===== src/rtl/core/mpq_pkg.sv =====
// mpq_pkg: shared types and constants of the minimum-first priority queue
// used by mpq_cell, min_priority_queue and mpq_checker
package mpq_pkg;

  localparam int unsigned DefaultCapacity = 16;
  localparam int unsigned ValueWidth      = 32;
  localparam int unsigned CountOutWidth   = 5;

  typedef enum logic {
    FUNC_ENQUEUE = 1'b0,
    FUNC_DEQUEUE = 1'b1
  } func_e;

  typedef enum logic [1:0] {
    STATUS_DONE  = 2'd0,
    STATUS_EMPTY = 2'd1,
    STATUS_FULL  = 2'd2
  } status_e;

  // operation broadcast to every cell of the chain
  typedef struct packed {
    logic insert;
    logic remove;
  } cell_ctrl_t;

endpackage


===== src/rtl/core/mpq_cell.sv =====
// mpq_cell: one slot of the sorted cell chain
// depends on mpq_pkg for the control struct and value width
module mpq_cell
  import mpq_pkg::*;
(
  input  logic                         clk_i,
  input  logic                         rst_ni,
  input  cell_ctrl_t                   ctrl_i,
  input  logic signed [ValueWidth-1:0] new_value_i,
  input  logic                         prev_keep_i,
  input  logic signed [ValueWidth-1:0] prev_value_i,
  input  logic                         prev_valid_i,
  input  logic signed [ValueWidth-1:0] next_value_i,
  input  logic                         next_valid_i,
  output logic signed [ValueWidth-1:0] value_o,
  output logic                         valid_o,
  output logic                         keep_o
);

  logic signed [ValueWidth-1:0] value_d, value_q;
  logic                         valid_d, valid_q;

  // equal values stay ahead of a newcomer
  assign keep_o  = valid_q && (value_q <= new_value_i);
  assign value_o = value_q;
  assign valid_o = valid_q;

  always_comb begin
    value_d = value_q;
    valid_d = valid_q;
    if (ctrl_i.insert) begin
      if (!keep_o) begin
        if (prev_keep_i) begin
          value_d = new_value_i;
          valid_d = 1'b1;
        end else begin
          value_d = prev_value_i;
          valid_d = prev_valid_i;
        end
      end
    end else if (ctrl_i.remove) begin
      value_d = next_value_i;
      valid_d = next_valid_i;
    end
  end

  always_ff @(posedge clk_i) begin
    value_q <= value_d;
  end

  always_ff @(posedge clk_i or negedge rst_ni) begin
    if (!rst_ni) begin
      valid_q <= 1'b0;
    end else begin
      valid_q <= valid_d;
    end
  end

endmodule


===== src/rtl/core/min_priority_queue.sv =====
// min_priority_queue: bounded minimum-first queue built as a sorted chain of cells
// depends on mpq_pkg and mpq_cell
//
// usage
//   slave channel: s_tuser_i selects the operation (0 enqueue, 1 dequeue),
//   s_tdata_i carries the signed value to enqueue (ignored on dequeue)
//   master channel: one result transaction per input transaction, with the
//   removed value, is_empty and entry_count in m_tdata_o and status in m_tuser_o
//   (0 done, 1 dequeue on empty queue, 2 enqueue on full queue)
// timing
//   every cell compares its value with the broadcast operand and moves data
//   one place along the chain in the same cycle, so an enqueue or a dequeue
//   retires each clock while the output does not stall; the result shows in
//   the output register the cycle after the input transaction
// stall
//   s_tready_o is high while the output register is empty or being taken; a
//   stalled receiver holds the result and blocks new input transactions
// reset
//   asynchronous, active low: all cells invalid, count zero, no result pending
module min_priority_queue
  import mpq_pkg::*;
#(
  parameter int unsigned CAPACITY = DefaultCapacity
) (
  input  logic        clk_i,
  input  logic        rst_ni,
  input  logic        s_tvalid_i,
  output logic        s_tready_o,
  input  logic [31:0] s_tdata_i,   // [31:0] value
  input  logic        s_tuser_i,   // [0] func
  output logic        m_tvalid_o,
  input  logic        m_tready_i,
  output logic [39:0] m_tdata_o,   // [31:0] result_value, [32] is_empty,
                                   // [37:33] entry_count, [39:38] zero
  output logic [1:0]  m_tuser_o    // [1:0] status
);

  localparam int unsigned CntW = $clog2(CAPACITY + 1);

  logic signed [ValueWidth-1:0] cell_value [CAPACITY];
  logic                         cell_valid [CAPACITY];
  logic                         cell_keep  [CAPACITY];

  logic [CntW-1:0] count_d, count_q;
  logic            out_valid_d, out_valid_q;
  logic signed [ValueWidth-1:0] res_value_d, res_value_q;
  status_e         status_d, status_q;
  logic            empty_d, empty_q;
  logic [CountOutWidth-1:0] cnt_out_d, cnt_out_q;

  logic       accept;
  logic       full, empty;
  cell_ctrl_t ctrl;
  logic signed [ValueWidth-1:0] new_value;

  assign s_tready_o = !out_valid_q || m_tready_i;
  assign accept     = s_tvalid_i && s_tready_o;
  assign full       = (count_q == CntW'(CAPACITY));
  assign empty      = (count_q == '0);
  assign new_value  = s_tdata_i;

  // only legal operations reach the chain
  assign ctrl.insert = accept && (s_tuser_i == FUNC_ENQUEUE) && !full;
  assign ctrl.remove = accept && (s_tuser_i == FUNC_DEQUEUE) && !empty;

  // the chain: cell 0 holds the minimum, ties stay in arrival order
  for (genvar i = 0; i < CAPACITY; i++) begin : g_cell
    logic                         prev_keep;
    logic signed [ValueWidth-1:0] prev_value;
    logic                         prev_valid;
    logic signed [ValueWidth-1:0] next_value;
    logic                         next_valid;

    if (i == 0) begin : g_head
      assign prev_keep  = 1'b1;
      assign prev_value = new_value;
      assign prev_valid = 1'b0;
    end else begin : g_body
      assign prev_keep  = cell_keep[i-1];
      assign prev_value = cell_value[i-1];
      assign prev_valid = cell_valid[i-1];
    end

    if (i == CAPACITY - 1) begin : g_tail
      assign next_value = '0;
      assign next_valid = 1'b0;
    end else begin : g_link
      assign next_value = cell_value[i+1];
      assign next_valid = cell_valid[i+1];
    end

    mpq_cell u_cell (
      .clk_i        (clk_i),
      .rst_ni       (rst_ni),
      .ctrl_i       (ctrl),
      .new_value_i  (new_value),
      .prev_keep_i  (prev_keep),
      .prev_value_i (prev_value),
      .prev_valid_i (prev_valid),
      .next_value_i (next_value),
      .next_valid_i (next_valid),
      .value_o      (cell_value[i]),
      .valid_o      (cell_valid[i]),
      .keep_o       (cell_keep[i])
    );
  end

  // count update and result formation
  always_comb begin
    count_d     = count_q;
    out_valid_d = out_valid_q;
    res_value_d = res_value_q;
    status_d    = status_q;
    empty_d     = empty_q;
    cnt_out_d   = cnt_out_q;
    if (m_tready_i) begin
      out_valid_d = 1'b0;
    end
    if (accept) begin
      res_value_d = '0;
      status_d    = STATUS_DONE;
      if (ctrl.insert) begin
        count_d = count_q + 1'b1;
      end else if (ctrl.remove) begin
        count_d     = count_q - 1'b1;
        res_value_d = cell_value[0];
      end else if (s_tuser_i == FUNC_ENQUEUE) begin
        status_d = STATUS_FULL;
      end else begin
        status_d = STATUS_EMPTY;
      end
      out_valid_d = 1'b1;
      empty_d     = (count_d == '0);
      cnt_out_d   = CountOutWidth'(count_d);
    end
  end

  always_ff @(posedge clk_i or negedge rst_ni) begin
    if (!rst_ni) begin
      count_q     <= '0;
      out_valid_q <= 1'b0;
    end else begin
      count_q     <= count_d;
      out_valid_q <= out_valid_d;
    end
  end

  // result payload needs no reset
  always_ff @(posedge clk_i) begin
    res_value_q <= res_value_d;
    status_q    <= status_d;
    empty_q     <= empty_d;
    cnt_out_q   <= cnt_out_d;
  end

  assign m_tvalid_o = out_valid_q;
  assign m_tdata_o  = {2'b00, cnt_out_q, empty_q, res_value_q};
  assign m_tuser_o  = status_q;

endmodule


===== config.mk =====
export PLATFORM = sky130hd
export DESIGN_NAME = min_priority_queue
export DESIGN_NICKNAME = d
export VERILOG_FILES = /design/src/rtl/core/mpq_pkg.sv /design/src/rtl/core/mpq_cell.sv /design/src/rtl/core/min_priority_queue.sv
export SDC_FILE = /design/constraint.sdc
export NUM_CORES = 2
export LEC_CHECK = 0
export BUFFER_PORTS_ARGS = -buffer_cell sky130_fd_sc_hd__buf_2
export CORE_AREA = 2 2 300 302
export CTS_CLUSTER_DIAMETER = 150
export DETAILED_ROUTE_END_ITERATION = 8
export DIE_AREA = 0 0 302 304
export GPL_ROUTABILITY_DRIVEN = 0
export PLACE_DENSITY_LB_ADDON = 0.08
export SLEW_MARGIN = 30
export SYNTH_ARGS = -nofsm -noshare
export SYNTH_HDL_FRONTEND = slang
export SYNTH_SLANG_ARGS = --single-unit

===== constraint.sdc =====
create_clock -name clk_i -period 10.8 [get_ports clk_i]
set_clock_uncertainty 0.15 [all_clocks]
set_input_delay 1.08 -clock clk_i [delete_from_list [all_inputs] [get_ports clk_i]]
set_output_delay 1.08 -clock clk_i [all_outputs]
set_load 0.01 [all_outputs]

==> metrics.log <==
INFO  metric cp_data_required_time = 11.01 ns
INFO  metric netSwitchingFraction = 36.6%
INFO  metric fp.dieH = 304 um
INFO  metric power_frac_comb = 31.0%
INFO  metric setup_viol = 0
INFO  metric worst-path-max-fanout = 31
INFO  metric grt.total_usage = 26.6%
INFO  metric max_slew.worst_pin.slew = 0.896 ns
INFO  metric max-slew-margin-rel = 40.3%
INFO  metric numCtsBuffers = 73
INFO  metric share_of_total_power_in_the_clock_network = 28.5%
INFO  metric wl_per_cell = 24.0 um
INFO  metric area_growth = 8.54%
INFO  metric max_freq = 0.187 GHz
INFO  metric timing.rr.end = g_cell[10].u_cell.value_o[5]$_DFFE_PP_
INFO  metric post-layout-total-power = 8.34 mW
INFO  metric cts_resized = 0
INFO  metric synth_cell_type_count = 62
INFO  metric root_buffer_master = sky130_fd_sc_hd__clkbuf_16
INFO  metric reg2reg_slack = 6.12 ns
INFO  metric start_to_end_type_of_the_worst_setup_path = input port to register
INFO  metric detailedPlacementHpwl = 91.0 mm
INFO  metric power_dens_cells = 195 nW/um2
INFO  metric layoutNonFillerInstCount = 5117
INFO  metric power_frac_seq = 40.6%
INFO  metric global_route_wire_length_before_repair = 188 mm
INFO  metric first_global_vias = 30221
INFO  metric netlist_area = 39500 um2
INFO  metric min_period_over_period = 49.4%
INFO  metric hp-class = input port to asynchronous set/reset pin
INFO  metric fin_setup_tns = 0 ns
INFO  metric post_route_cells_drive_above_1_share = 6.32%
INFO  metric crit_path_end_kind = register
INFO  metric startpoint_type = input port
INFO  metric htree_num_levels = 3
INFO  metric drc_errors = 0
INFO  metric place_inst = 4986
INFO  metric drv.max_cap_violation_count = 0
INFO  metric drt-initial-drc-count = 2455
INFO  metric synth_edf_count = 552
INFO  metric power_leakage = 17.6 nW
INFO  metric grt_max_degree = 198
INFO  metric route.final.wire_length = 123 mm
INFO  metric postSynthCellCount = 3928
INFO  metric cts_tree = yes
INFO  metric sequential_cell_area = 17100 um2
INFO  metric status = completed
INFO  metric grt_antenna_before_repair = 2
INFO  metric yosys_most_used_dff = sky130_fd_sc_hd__edfxtp_1
INFO  metric antenna_violating_nets_left = 0
INFO  metric initial_cell_density_of_the_core = 44.3%
INFO  metric final_nets = 4437
INFO  metric floorplan.die.width = 302 um
INFO  metric standard_cell_rows = 110
INFO  metric cts_num_sinks = 574
INFO  metric ir_drop = 0.114 mV
INFO  metric post_synth_main_area_contributors = sky130_fd_sc_hd__edfxtp_1, sky130_fd_sc_hd__ha_1, sky130_fd_sc_hd__nand2_1, sky130_fd_sc_hd__mux2i_1, sky130_fd_sc_hd__o211ai_1
INFO  metric io_pins = 81
INFO  metric detail_route.first_pass.iterations = 6
INFO  metric internal_power = 5.28 mW
INFO  metric placeableCoreArea = 89000 um2
INFO  metric r2r-start = g_cell[10].u_cell.value_o[25]$_DFFE_PP_
INFO  metric clk-insertion-delay-late = 0.63 ns
INFO  metric buffer_ports.inserted = 78
INFO  metric final_hold_viol_count = 0
INFO  metric synth-seq-cells = 574
INFO  metric multi_input_area = 20900 um2
INFO  metric cts-hold-fix-buffers = 0
INFO  metric critPathArrivalTime = 5.54 ns
INFO  metric filler_cell_count = 8446
INFO  metric cts.reportedPaths.clkPinSlew = 0.05 ns
INFO  metric postSynth.asyncResetShare = 3.83%
INFO  metric grt_overflow_total = 0
INFO  metric report.final.slew_viol_count = 0
INFO  metric die_area = 91800 um2
INFO  metric finalCriticalPeriod = 5.34 ns
INFO  metric netlist.area_leader.share = 42.0%
INFO  metric timing.reg2reg.worst_path_depth = 10
INFO  metric post-cts-setup-buffers = 0
INFO  metric yosysWarningCount = 0
INFO  metric synth_seq_area_share = 43.4%
INFO  metric grt_setup_unrepaired = false
INFO  metric cts-root-to-sink-buffers = 3
INFO  metric synth_top_area_cell = sky130_fd_sc_hd__edfxtp_1
INFO  metric num_vias = 30543
INFO  metric detail_route.vias_per_cell = 5.97
INFO  metric synthesis.area_per_instance = 10.0 um2
INFO  metric net-switching-power = 3.05 mW
[registers in the layout, summed over array words and instances (netlist names)]
signal,flops
empty_q,1
res_value_q,32
cnt_out_q,5
count_q,5
g_cell.u_cell.valid_o,16
m_tuser_o,2
g_cell.u_cell.value_o,512
m_tvalid_o,1
[synth_stat cells (10+ instances only)]
master	count
sky130_fd_sc_hd__edfxtp_1	552
sky130_fd_sc_hd__nor2b_1	19
sky130_fd_sc_hd__nor4_1	22
sky130_fd_sc_hd__buf_1	28
sky130_fd_sc_hd__inv_1	72
sky130_fd_sc_hd__nor2_1	63
sky130_fd_sc_hd__mux2i_1	221
sky130_fd_sc_hd__nor3_1	34
sky130_fd_sc_hd__dfrtp_1	22
sky130_fd_sc_hd__a21oi_1	226
sky130_fd_sc_hd__buf_6	19
sky130_fd_sc_hd__nand2_1	735
sky130_fd_sc_hd__o21ai_0	146
sky130_fd_sc_hd__o21ai_1	107
sky130_fd_sc_hd__nand3_1	326
sky130_fd_sc_hd__clkbuf_1	111
sky130_fd_sc_hd__and2_1	34
sky130_fd_sc_hd__ha_1	514
sky130_fd_sc_hd__o211ai_1	275
sky130_fd_sc_hd__buf_2	55
sky130_fd_sc_hd__buf_4	27
sky130_fd_sc_hd__o221ai_1	12
sky130_fd_sc_hd__a211oi_1	23
sky130_fd_sc_hd__a221o_1	10
sky130_fd_sc_hd__a21o_1	36
sky130_fd_sc_hd__nand4_1	116
[logic make-up (layout without fill, tap and decap cells)]
| family | Yosys count | after routing | share of synthesized area (%) |
|---|---|---|---|
| buffers and inverters | 319 | 328 | 4.07 |
| DFF | 574 | 574 | 43.4 |
| xor gates and xnor gates | 10 | 10 | 0.222 |
| muxes | 221 | 221 | 5.60 |
| and+or+nand+nor | 1378 | 1378 | 15.7 |
| other | 1 | 5 | 0.00950 |
| AOI/OAI and AO/OA | 911 | 911 | 14.7 |
| adders and majority gates | 514 | 514 | 16.3 |
[power by group through the flow]
stage               Clock, mW  Sequential, mW  Combinational [mW]
floorplan                   0            3.23                2.00
global placement            0            3.44                2.52
detailed placement          0            3.43                2.56
CTS                      2.43            3.39                2.57
global route             2.49            3.42                2.89
finish                   2.37            3.38                2.58
[worst max-delay path, cell delays in order]
cell,delay (ns)
sky130_fd_sc_hd__buf_2,0.18
sky130_fd_sc_hd__inv_1,0.35
sky130_fd_sc_hd__ha_1,0.45
sky130_fd_sc_hd__nand4_1,0.28
sky130_fd_sc_hd__nor4_1,0.82
sky130_fd_sc_hd__a21boi_1,0.28
sky130_fd_sc_hd__o311ai_1,0.15
sky130_fd_sc_hd__o21ai_1,0.16
sky130_fd_sc_hd__a211oi_4,0.46
sky130_fd_sc_hd__buf_4,0.68
sky130_fd_sc_hd__o21ai_4,0.31
sky130_fd_sc_hd__buf_4,0.31
[metal layers]
| layer | track usage, % | routed length (um) | vias to the layer above |
|---|---|---|---|
| met1 | 35.4 | 54000 | 14724 |
| met4 | 8.67 | 4020 | 0 |
| met3 | 2.53 | 4890 | 209 |
| met2 | 45.2 | 59700 | 729 |
| met5 | 0 | 0 | - |
| li1 | - | - | 14881 |
[cell type report]
cell class	instances	area share, %
Inverter	73	0.642
Timing Repair Buffer	128	2.01
Sequential cell	574	40.0
Multi-Input combinational cell	3036	48.7
Clock buffer	97	4.74
Clock inverter	30	0.453
Tap cell	1176	3.43
Antenna cell	3	0.0175
[how the worst max path moves through the flow]
stage / startpoint / end / slack [ns]
4_1_cts: s_tdata_i[10] / g_cell[14].u_cell.value_o[8]$_DFFE_PP_ / 5.55
3_3_place_gp: s_tdata_i[11] / g_cell[14].u_cell.value_o[10]$_DFFE_PP_ / 5.08
3_5_place_dp: s_tdata_i[10] / g_cell[14].u_cell.value_o[8]$_DFFE_PP_ / 4.90
6_report: s_tdata_i[25] / g_cell[10].u_cell.value_o[5]$_DFFE_PP_ / 5.46
5_1_grt: s_tdata_i[11] / g_cell[14].u_cell.value_o[9]$_DFFE_PP_ / 5.15
2_1_floorplan: s_tdata_i[31] / g_cell[10].u_cell.value_o[0]$_DFFE_PP_ / 4.88
[per-stage QoR]
stage	area [um2]	hold WS, ns	util [%]	worst slack, ns
after detailed placement	40600	0.352	45.6	4.90
after floorplan	39500	0.326	-	4.88
final	42800	0.325	48.1	5.46
after global routing	42800	0.348	48.1	5.15
after CTS	42800	0.312	48.1	5.55
after global placement	40600	0.349	45.5	5.08
[layout by cell type (no fill, tap or decap), types with 10 or more instances in the layout]
| cell type | Yosys | layout |
|---|---|---|
| sky130_fd_sc_hd__a211oi_1 | 23 | 23 |
| sky130_fd_sc_hd__a21o_1 | 36 | 36 |
| sky130_fd_sc_hd__a21oi_1 | 226 | 225 |
| sky130_fd_sc_hd__a221o_1 | 10 | 10 |
| sky130_fd_sc_hd__and2_1 | 34 | 34 |
| sky130_fd_sc_hd__buf_2 | 55 | 78 |
| sky130_fd_sc_hd__buf_4 | 27 | 42 |
| sky130_fd_sc_hd__clkbuf_1 | 111 | 17 |
| sky130_fd_sc_hd__clkbuf_16 | 0 | 77 |
| sky130_fd_sc_hd__clkinv_1 | 0 | 16 |
| sky130_fd_sc_hd__dfrtp_1 | 22 | 22 |
| sky130_fd_sc_hd__edfxtp_1 | 552 | 552 |
| sky130_fd_sc_hd__ha_1 | 514 | 514 |
| sky130_fd_sc_hd__inv_1 | 72 | 72 |
| sky130_fd_sc_hd__mux2i_1 | 221 | 221 |
| sky130_fd_sc_hd__nand2_1 | 735 | 733 |
| sky130_fd_sc_hd__nand3_1 | 326 | 326 |
| sky130_fd_sc_hd__nand4_1 | 116 | 116 |
| sky130_fd_sc_hd__nor2_1 | 63 | 57 |
| sky130_fd_sc_hd__nor2b_1 | 19 | 19 |
| sky130_fd_sc_hd__nor3_1 | 34 | 34 |
| sky130_fd_sc_hd__nor4_1 | 22 | 22 |
| sky130_fd_sc_hd__o211ai_1 | 275 | 275 |
| sky130_fd_sc_hd__o21ai_0 | 146 | 144 |
| sky130_fd_sc_hd__o21ai_1 | 107 | 106 |
| sky130_fd_sc_hd__o221ai_1 | 12 | 12 |
(Power assumes the default switching activity.)
